### config.mk
export PLATFORM = sky130hd
export DESIGN_NAME = clock_offset_trimmed_mean
export DESIGN_NICKNAME = d
export VERILOG_FILES = /design/src/rtl/cotm_pkg.sv /design/src/rtl/cotm_ctrl.sv /design/src/rtl/cotm_div.sv /design/src/rtl/cotm_dp.sv /design/src/rtl/clock_offset_trimmed_mean.sv
export SDC_FILE = /design/constraint.sdc
export NUM_CORES = 2
export LEC_CHECK = 0
export ABC_AREA = 1
export ABC_CLOCK_PERIOD_IN_PS = 13400
export BUFFER_PORTS_ARGS = -buffer_cell sky130_fd_sc_hd__clkbuf_2
export CAP_MARGIN = 10
export CORE_MARGIN = 1.5
export CORE_UTILIZATION = 60
export CTS_CLUSTER_SIZE = 24
export DETAILED_ROUTE_END_ITERATION = 6
export HOLD_SLACK_MARGIN = 0.15
export MAX_ROUTING_LAYER = met4
export PLACE_DENSITY = 0.77
export SYNTH_ARGS = -nofsm -noshare
export SYNTH_HDL_FRONTEND = slang
export SYNTH_HIERARCHICAL = 1
export SYNTH_SLANG_ARGS = --single-unit
### constraint.sdc
create_clock -name clk_i -period 13.4 [get_ports clk_i]
set_clock_uncertainty 0.15 [all_clocks]
set_input_delay 1.34 -clock clk_i [delete_from_list [all_inputs] [get_ports clk_i]]
set_output_delay 1.34 -clock clk_i [all_outputs]
set_load 0.02 [all_outputs]
### src/rtl/cotm_pkg.sv
package cotm_pkg;

  localparam int TS_W       = 48;
  localparam int OFS_W      = 49;
  localparam int DLY_W      = 47;
  localparam int WINDOW_DEF = 8;

  // controller to datapath commands
  typedef struct packed {
    logic load_in;
    logic calc;
    logic offs;
    logic scan_clr;
    logic scan_rd;
    logic sum_ext;
    logic trim;
    logic div_start;
    logic out_load;
    logic out_mean;
  } cmd_t;

  // datapath to controller status
  typedef struct packed {
    logic will_full;
    logic ring_full;
    logic scan_last;
    logic div_done;
    logic out_free;
  } sts_t;

endpackage

### src/rtl/cotm_ctrl.sv
module cotm_ctrl
  import cotm_pkg::*;
(
  input  logic clk_i,
  input  logic rst_ni,
  input  logic in_valid_i,
  output logic in_stall_o,
  input  sts_t sts_i,
  output cmd_t cmd_o
);

  localparam logic [3:0] ST_IDLE  = 4'd0;
  localparam logic [3:0] ST_CALC  = 4'd1;
  localparam logic [3:0] ST_OFFS  = 4'd2;
  localparam logic [3:0] ST_SCAN  = 4'd3;
  localparam logic [3:0] ST_SCANE = 4'd4;
  localparam logic [3:0] ST_SUMX  = 4'd5;
  localparam logic [3:0] ST_TRIM  = 4'd6;
  localparam logic [3:0] ST_DIVGO = 4'd7;
  localparam logic [3:0] ST_DIVW  = 4'd8;
  localparam logic [3:0] ST_DONEN = 4'd9;
  localparam logic [3:0] ST_DONEM = 4'd10;

  logic [3:0] state_q, state_d;

  assign in_stall_o = (state_q != ST_IDLE);

  always_comb begin
    state_d = state_q;
    cmd_o   = '0;
    case (state_q)
      ST_IDLE: begin
        if (in_valid_i) begin
          cmd_o.load_in = 1'b1;
          state_d       = ST_CALC;
        end
      end
      ST_CALC: begin
        cmd_o.calc = 1'b1;
        state_d    = ST_OFFS;
      end
      ST_OFFS: begin
        cmd_o.offs     = 1'b1;
        cmd_o.scan_clr = 1'b1;
        state_d        = sts_i.will_full ? ST_SCAN : ST_DONEN;
      end
      ST_SCAN: begin
        cmd_o.scan_rd = 1'b1;
        if (sts_i.scan_last) begin
          state_d = ST_SCANE;
        end
      end
      // last read word lands in the accumulators here
      ST_SCANE: state_d = ST_SUMX;
      ST_SUMX: begin
        cmd_o.sum_ext = 1'b1;
        state_d       = ST_TRIM;
      end
      ST_TRIM: begin
        cmd_o.trim = 1'b1;
        state_d    = ST_DIVGO;
      end
      ST_DIVGO: begin
        cmd_o.div_start = 1'b1;
        state_d         = ST_DIVW;
      end
      ST_DIVW: begin
        if (sts_i.div_done) begin
          state_d = ST_DONEM;
        end
      end
      ST_DONEN: begin
        if (sts_i.out_free) begin
          cmd_o.out_load = 1'b1;
          state_d        = ST_IDLE;
        end
      end
      ST_DONEM: begin
        if (sts_i.out_free) begin
          cmd_o.out_load = 1'b1;
          cmd_o.out_mean = 1'b1;
          state_d        = ST_IDLE;
        end
      end
      default: state_d = ST_IDLE;
    endcase
  end

  always_ff @(posedge clk_i or negedge rst_ni) begin
    if (!rst_ni) begin
      state_q <= ST_IDLE;
    end else begin
      state_q <= state_d;
    end
  end

endmodule

### src/rtl/cotm_div.sv
module cotm_div
  import cotm_pkg::*;
#(
  parameter int WINDOW = WINDOW_DEF,
  parameter int MAG_W  = OFS_W + $clog2(WINDOW)
) (
  input  logic             clk_i,
  input  logic             rst_ni,
  input  logic             start_i,
  input  logic [MAG_W-1:0] dividend_i,
  output logic [MAG_W-1:0] quot_o,
  output logic             done_o
);

  localparam int             DW      = $clog2(WINDOW - 1);
  localparam int             DIG_W   = 8;
  localparam int             STEPS   = (MAG_W + DIG_W - 1) / DIG_W;
  localparam int             PAD_W   = STEPS * DIG_W;
  localparam int             CNT_W   = $clog2(STEPS + 1);
  localparam int             X_W     = DW + DIG_W;
  localparam int             M_W     = X_W + 1;
  localparam int             SHIFT   = X_W + $clog2(WINDOW - 2);
  localparam int             RECIP   = ((1 << SHIFT) + WINDOW - 3) / (WINDOW - 2);
  localparam logic [DW-1:0]  DIVISOR = DW'(WINDOW - 2);
  localparam logic [M_W-1:0] RECIP_C = M_W'(RECIP);

  logic [PAD_W-1:0]     q_q;
  logic [DW-1:0]        rem_q;
  logic [CNT_W-1:0]     cnt_q;
  logic                 busy_q, done_q;
  logic [X_W-1:0]       x;
  logic [X_W+M_W-1:0]   prod;
  logic [DIG_W-1:0]     dig;
  logic [X_W-1:0]       back;

  // long division by WINDOW - 2, one 8-bit digit a cycle
  // remainder stays below the divisor, so each partial dividend has a short
  // reciprocal that gives the exact digit
  assign x    = {rem_q, q_q[PAD_W-1 -: DIG_W]};
  assign prod = (X_W+M_W)'(x) * (X_W+M_W)'(RECIP_C);
  assign dig  = prod[SHIFT +: DIG_W];
  assign back = x - (X_W'(dig) * X_W'(DIVISOR));

  always_ff @(posedge clk_i) begin
    if (start_i) begin
      q_q   <= PAD_W'(dividend_i);
      rem_q <= '0;
    end else if (busy_q) begin
      q_q   <= {q_q[PAD_W-DIG_W-1:0], dig};
      rem_q <= back[DW-1:0];
    end
  end

  always_ff @(posedge clk_i or negedge rst_ni) begin
    if (!rst_ni) begin
      busy_q <= 1'b0;
      done_q <= 1'b0;
      cnt_q  <= '0;
    end else begin
      done_q <= 1'b0;
      if (start_i) begin
        busy_q <= 1'b1;
        cnt_q  <= '0;
      end else if (busy_q) begin
        cnt_q <= cnt_q + 1'b1;
        if (cnt_q == CNT_W'(STEPS - 1)) begin
          busy_q <= 1'b0;
          done_q <= 1'b1;
        end
      end
    end
  end

  assign quot_o = q_q[MAG_W-1:0];
  assign done_o = done_q;

endmodule

### src/rtl/cotm_dp.sv
module cotm_dp
  import cotm_pkg::*;
#(
  parameter int WINDOW = WINDOW_DEF
) (
  input  logic                    clk_i,
  input  logic                    rst_ni,
  input  cmd_t                    cmd_i,
  output sts_t                    sts_o,
  input  logic [TS_W-1:0]         client_send_time_i,
  input  logic [TS_W-1:0]         server_time_i,
  input  logic [TS_W-1:0]         local_receive_time_i,
  output logic                    out_valid_o,
  input  logic                    out_stall_i,
  output logic signed [OFS_W-1:0] offset_estimate_o,
  output logic [DLY_W-1:0]        one_way_delay_o,
  output logic                    window_full_o,
  output logic                    rtt_clamped_o
);

  localparam int IDX_W  = $clog2(WINDOW);
  localparam int FILL_W = $clog2(WINDOW + 1);
  localparam int SUM_W  = OFS_W + $clog2(WINDOW);

  logic [TS_W-1:0]         sent_q, server_q, now_q;
  logic [OFS_W-1:0]        rtt;
  logic signed [OFS_W-1:0] diff_q, offset, offset_q;
  logic [DLY_W-1:0]        delay_q;
  logic                    clamped_q;

  logic signed [OFS_W-1:0] ring [WINDOW];
  logic [IDX_W-1:0]        slot_q, rd_addr_q;
  logic [FILL_W-1:0]       fill_q;
  logic signed [OFS_W-1:0] rd_data_q;
  logic                    rd_vld_q;

  logic signed [SUM_W-1:0] sum_q, trim_q;
  logic signed [OFS_W-1:0] min_q, max_q;
  logic signed [OFS_W:0]   ext_q;
  logic [SUM_W-1:0]        mag, quot;
  logic                    neg_q, div_done;
  logic [SUM_W-1:0]        mean_full;

  logic                    out_valid_q;
  logic signed [OFS_W-1:0] est_q;
  logic [DLY_W-1:0]        dly_out_q;
  logic                    full_out_q, clamp_out_q;

  assign rtt    = {1'b0, now_q} - {1'b0, sent_q};
  assign offset = diff_q + $signed({2'b00, delay_q});

  always_ff @(posedge clk_i) begin
    if (cmd_i.load_in) begin
      sent_q   <= client_send_time_i;
      server_q <= server_time_i;
      now_q    <= local_receive_time_i;
    end
    if (cmd_i.calc) begin
      clamped_q <= rtt[OFS_W-1];
      delay_q   <= rtt[OFS_W-1] ? '0 : rtt[DLY_W:1];
      diff_q    <= $signed({1'b0, server_q} - {1'b0, now_q});
    end
    if (cmd_i.offs) begin
      offset_q     <= offset;
      ring[slot_q] <= offset;
    end
    if (cmd_i.scan_rd) begin
      rd_data_q <= ring[rd_addr_q];
    end
  end

  always_ff @(posedge clk_i or negedge rst_ni) begin
    if (!rst_ni) begin
      slot_q    <= '0;
      fill_q    <= '0;
      rd_addr_q <= '0;
      rd_vld_q  <= 1'b0;
    end else begin
      rd_vld_q <= cmd_i.scan_rd;
      if (cmd_i.offs) begin
        slot_q <= (slot_q == IDX_W'(WINDOW - 1)) ? '0 : slot_q + 1'b1;
        if (fill_q != FILL_W'(WINDOW)) begin
          fill_q <= fill_q + 1'b1;
        end
      end
      if (cmd_i.scan_clr) begin
        rd_addr_q <= '0;
      end else if (cmd_i.scan_rd) begin
        rd_addr_q <= rd_addr_q + 1'b1;
      end
    end
  end

  // window sum and extremes, one word a cycle
  always_ff @(posedge clk_i) begin
    if (cmd_i.scan_clr) begin
      sum_q <= '0;
      min_q <= {1'b0, {(OFS_W-1){1'b1}}};
      max_q <= {1'b1, {(OFS_W-1){1'b0}}};
    end else if (rd_vld_q) begin
      sum_q <= sum_q + SUM_W'(rd_data_q);
      if (rd_data_q < min_q) min_q <= rd_data_q;
      if (rd_data_q > max_q) max_q <= rd_data_q;
    end
    if (cmd_i.sum_ext) begin
      ext_q <= (OFS_W+1)'(min_q) + (OFS_W+1)'(max_q);
    end
    if (cmd_i.trim) begin
      trim_q <= sum_q - SUM_W'(ext_q);
    end
    if (cmd_i.div_start) begin
      neg_q <= trim_q[SUM_W-1];
    end
  end

  assign mag = trim_q[SUM_W-1] ? SUM_W'(-trim_q) : SUM_W'(trim_q);

  cotm_div #(
    .WINDOW (WINDOW),
    .MAG_W  (SUM_W)
  ) u_div (
    .clk_i      (clk_i),
    .rst_ni     (rst_ni),
    .start_i    (cmd_i.div_start),
    .dividend_i (mag),
    .quot_o     (quot),
    .done_o     (div_done)
  );

  // quotient magnitude back to two's complement, truncated toward zero
  assign mean_full = neg_q ? (~quot + 1'b1) : quot;

  always_ff @(posedge clk_i) begin
    if (cmd_i.out_load) begin
      est_q       <= cmd_i.out_mean ? $signed(mean_full[OFS_W-1:0]) : offset_q;
      dly_out_q   <= delay_q;
      full_out_q  <= cmd_i.out_mean;
      clamp_out_q <= clamped_q;
    end
  end

  always_ff @(posedge clk_i or negedge rst_ni) begin
    if (!rst_ni) begin
      out_valid_q <= 1'b0;
    end else if (cmd_i.out_load) begin
      out_valid_q <= 1'b1;
    end else if (!out_stall_i) begin
      out_valid_q <= 1'b0;
    end
  end

  assign sts_o.will_full = (fill_q >= FILL_W'(WINDOW - 1));
  assign sts_o.ring_full = (fill_q == FILL_W'(WINDOW));
  assign sts_o.scan_last = (rd_addr_q == IDX_W'(WINDOW - 1));
  assign sts_o.div_done  = div_done;
  assign sts_o.out_free  = !out_valid_q || !out_stall_i;

  assign out_valid_o       = out_valid_q;
  assign offset_estimate_o = est_q;
  assign one_way_delay_o   = dly_out_q;
  assign window_full_o     = full_out_q;
  assign rtt_clamped_o     = clamp_out_q;

endmodule

### src/rtl/clock_offset_trimmed_mean.sv
// while filling: each accepted word goes through calc and offset, then reports its own offset
// once full: ring scan, extremes sum, trim and divide, then the trimmed mean is reported
// the ring scan reads one word a cycle; the divider retires 8 quotient bits a cycle
// one reply in flight: the next word is taken once the result enters the output register,
// which waits while a stalled result holds the output register
// reset clears the controller, write slot, fill count and output valid; ring is not cleared
module clock_offset_trimmed_mean
  import cotm_pkg::*;
#(
  parameter int WINDOW = WINDOW_DEF
) (
  input  logic                    clk_i,
  input  logic                    rst_ni,
  input  logic                    in_valid_i,
  output logic                    in_stall_o,
  input  logic [TS_W-1:0]         client_send_time_i,
  input  logic [TS_W-1:0]         server_time_i,
  input  logic [TS_W-1:0]         local_receive_time_i,
  output logic                    out_valid_o,
  input  logic                    out_stall_i,
  output logic signed [OFS_W-1:0] offset_estimate_o,
  output logic [DLY_W-1:0]        one_way_delay_o,
  output logic                    window_full_o,
  output logic                    rtt_clamped_o
);

  cmd_t cmd;
  sts_t sts;

  cotm_ctrl u_ctrl (
    .clk_i      (clk_i),
    .rst_ni     (rst_ni),
    .in_valid_i (in_valid_i),
    .in_stall_o (in_stall_o),
    .sts_i      (sts),
    .cmd_o      (cmd)
  );

  cotm_dp #(
    .WINDOW (WINDOW)
  ) u_dp (
    .clk_i                (clk_i),
    .rst_ni               (rst_ni),
    .cmd_i                (cmd),
    .sts_o                (sts),
    .client_send_time_i   (client_send_time_i),
    .server_time_i        (server_time_i),
    .local_receive_time_i (local_receive_time_i),
    .out_valid_o          (out_valid_o),
    .out_stall_i          (out_stall_i),
    .offset_estimate_o    (offset_estimate_o),
    .one_way_delay_o      (one_way_delay_o),
    .window_full_o        (window_full_o),
    .rtt_clamped_o        (rtt_clamped_o)
  );

  // mean only once every ring entry holds a written offset
  a_mean_needs_full: assert property (@(posedge clk_i) disable iff (!rst_ni)
    (cmd.out_load && cmd.out_mean) |-> sts.ring_full)
    else $error("trimmed mean reported before ring full");

  a_newest_not_full: assert property (@(posedge clk_i) disable iff (!rst_ni)
    (cmd.out_load && !cmd.out_mean) |-> !sts.ring_full)
    else $error("newest offset reported with ring full");

  a_one_in_flight: assert property (@(posedge clk_i) disable iff (!rst_ni)
    (in_valid_i && !in_stall_o) |=> in_stall_o)
    else $error("second word taken while one is in flight");

  a_div_not_instant: assert property (@(posedge clk_i) disable iff (!rst_ni)
    cmd.div_start |=> !sts.div_done)
    else $error("divider done right after start");

endmodule

==> flow_summary.toml <==
[critical_path]
crit_start = "u_dp/u_div/q_q[50]"
worstPathMaxFanout = 4
cp-start-kind = "flop"
slowest_stage = "fa_1"
crit_family = "adder cells"
critPathBufInv = 6
reg2reg_to = "u_dp/u_div/rem_q[2]"
r2r_cells = 26
cpMostUsedCell = "nand2_1"
r2r_slack_ps = 8290
worst_ep_arrival_time_ps = 5670
r2r_start = "u_dp/u_div/q_q[50]"
cp.required_ps = 13960
slowest_delay_ps = 550
critical_path_class = "reg -> reg"
cp-end-kind = "flop"

[finish]
stdcell_count = 10300
drive_gt1_share_pct = 7.20
register_area_sq_mm = 0.0332
design_area_sq_mm = 0.0779
fillers = 9621
multi_input_area_sq_mm = 0.0326
nets = 9341
area_growth_pct = 9.31
postLayoutCoreUtil_pct = 66.1

[cts]
cts_hold_buf = 0
cts_setup_buffers = 0
cts_tree = "built"
cts_resized = 0
clock_path_buffers = 3
clkLatencyLatePin_ps = 770
htreeDepth = 3
cts_sinks = 1162
cts_made_buffers = 117
clk_pin_slew_worst_paths_ps = 70
clockRootBuffer = "clkbuf_16"

[floorplan]
core.rowCount = 126
core_area_sq_mm = 0.118
fp.dieArea_sq_mm = 0.121
ios = 248
start_util_pct = 60.5
chipHeight_um = 348
die_w_um = 348

[drt]
dr_total_vias = 62200
wl_per_cell_um = 23.3
vias_per_cell = 6.02
wl_mm = 241
wirelength_met1_mm = 91.4
firstDrtPassIters = 6
final_antenna_net_count = 0
drc_errors = 0
dr.max_layer_used = "met4"
wl_met2_mm = 110
drtIter0Drc = 7419
wl_met3_mm = 23.9

[timing]
drv_slew = 0
worstMarginPinSlew_ps = 1370
relSlewSlack_pct = 8.56
min_period_ps = 5110
fin_crit_sh_pct = 38.1
fmax_ghz = 0.196
hold_viol_final = 0
rsz0062_at_grt = "false"
finalSetupViolations = 0
finalSetupTns_ps = 0

[global_routing]
grt_max_degree = 102
antenna_found_initial = 12
grt.total_usage_pct = 40.2
grt_overflow = 0
grt_pass1_vias = 59700
grt_first_pass_wirelength_mm = 354

[outcome]
status = "finished, final reports clean"

[place]
placed_area_sq_mm = 0.0739
place.port_buffers = 247
detailed_place_hpwl_mm = 187
dp_cells = 10100
gp_congestion = 1.09

[hold_path]
min_from = "u_dp/clamped_q"
hold_depth = 0
min_to = "u_dp/rtt_clamped_o"
hold_class = "reg -> reg"

[synth]
synth_nets = 9157
syn_area_sq_mm = 0.0713
ys.warnings.count = 6
synthCells = 8503
syn_avg_cell_area_sq_um = 8.39

[run]
max-cap-violations = 0
-- layout make-up --
class                           instances  area share (%)
Antenna cell                            8          0.0257
Clock buffer                          135            3.87
Clock inverter                         88            1.30
Inverter                             1214            5.85
Multi-Input combinational cell       5895            41.8
Sequential cell                      1162            42.6
Tap cell                             1536            2.47
Timing Repair Buffer                  297            2.07
-- layer usage --
metal / global-route usage [%] / vias up
met4: 21.6 / 0
met3: 6.88 / 693
li1: - / 28800
met1: 49.6 / 29100
met2: 63.3 / 3598
met5: - / -
-- metrics by stage --
stage,setup WS [ps],hold WS [ps]
2_1_floorplan,1460,250
3_3_place_gp,8240,265
3_5_place_dp,8290,275
4_1_cts,8260,289
5_1_grt,7940,305
6_report,8290,285
-- flip-flops by register name, summed over array words and instances, names as in the netlist, 49 cells and up --
signal / cells
u_dp/offset_estimate_o: 49
u_dp/min_q: 49
u_dp/trim_q: 52
u_dp/diff_q: 49
u_dp/ring: 392
u_dp/max_q: 49
u_dp/rd_data_q: 49
u_dp/ext_q: 50
u_dp/sum_q: 52
u_dp/u_div/q_q: 56
u_dp/offset_q: 49
-- layout by cell type (no fill, tap or decap), types with 117 or more instances in the layout --
cell	count
edfxtp_1	984
o21ai_0	508
nand2_1	1670
dfxtp_1	157
clkbuf_2	247
nand3_1	353
inv_1	1147
nor2_1	1262
nand4_1	220
a31oi_1	146
clkbuf_16	117
xor2_1	211
ha_1	468
a21oi_1	426
-- worst max path at each step --
stage          slack, ps                         to  cells after the start
2_1_floorplan       1460  u_dp/offset_estimate_o[0]                      3
3_3_place_gp        8240        u_dp/u_div/rem_q[2]                     25
3_5_place_dp        8290        u_dp/u_div/rem_q[2]                     25
4_1_cts             8260        u_dp/u_div/rem_q[2]                     25
5_1_grt             7940        u_dp/u_div/rem_q[2]                     26
6_report            8290        u_dp/u_div/rem_q[2]                     26
Power is not shown: default switching activity piles up to over one toggle a cycle in this logic, so the estimate is an artifact.
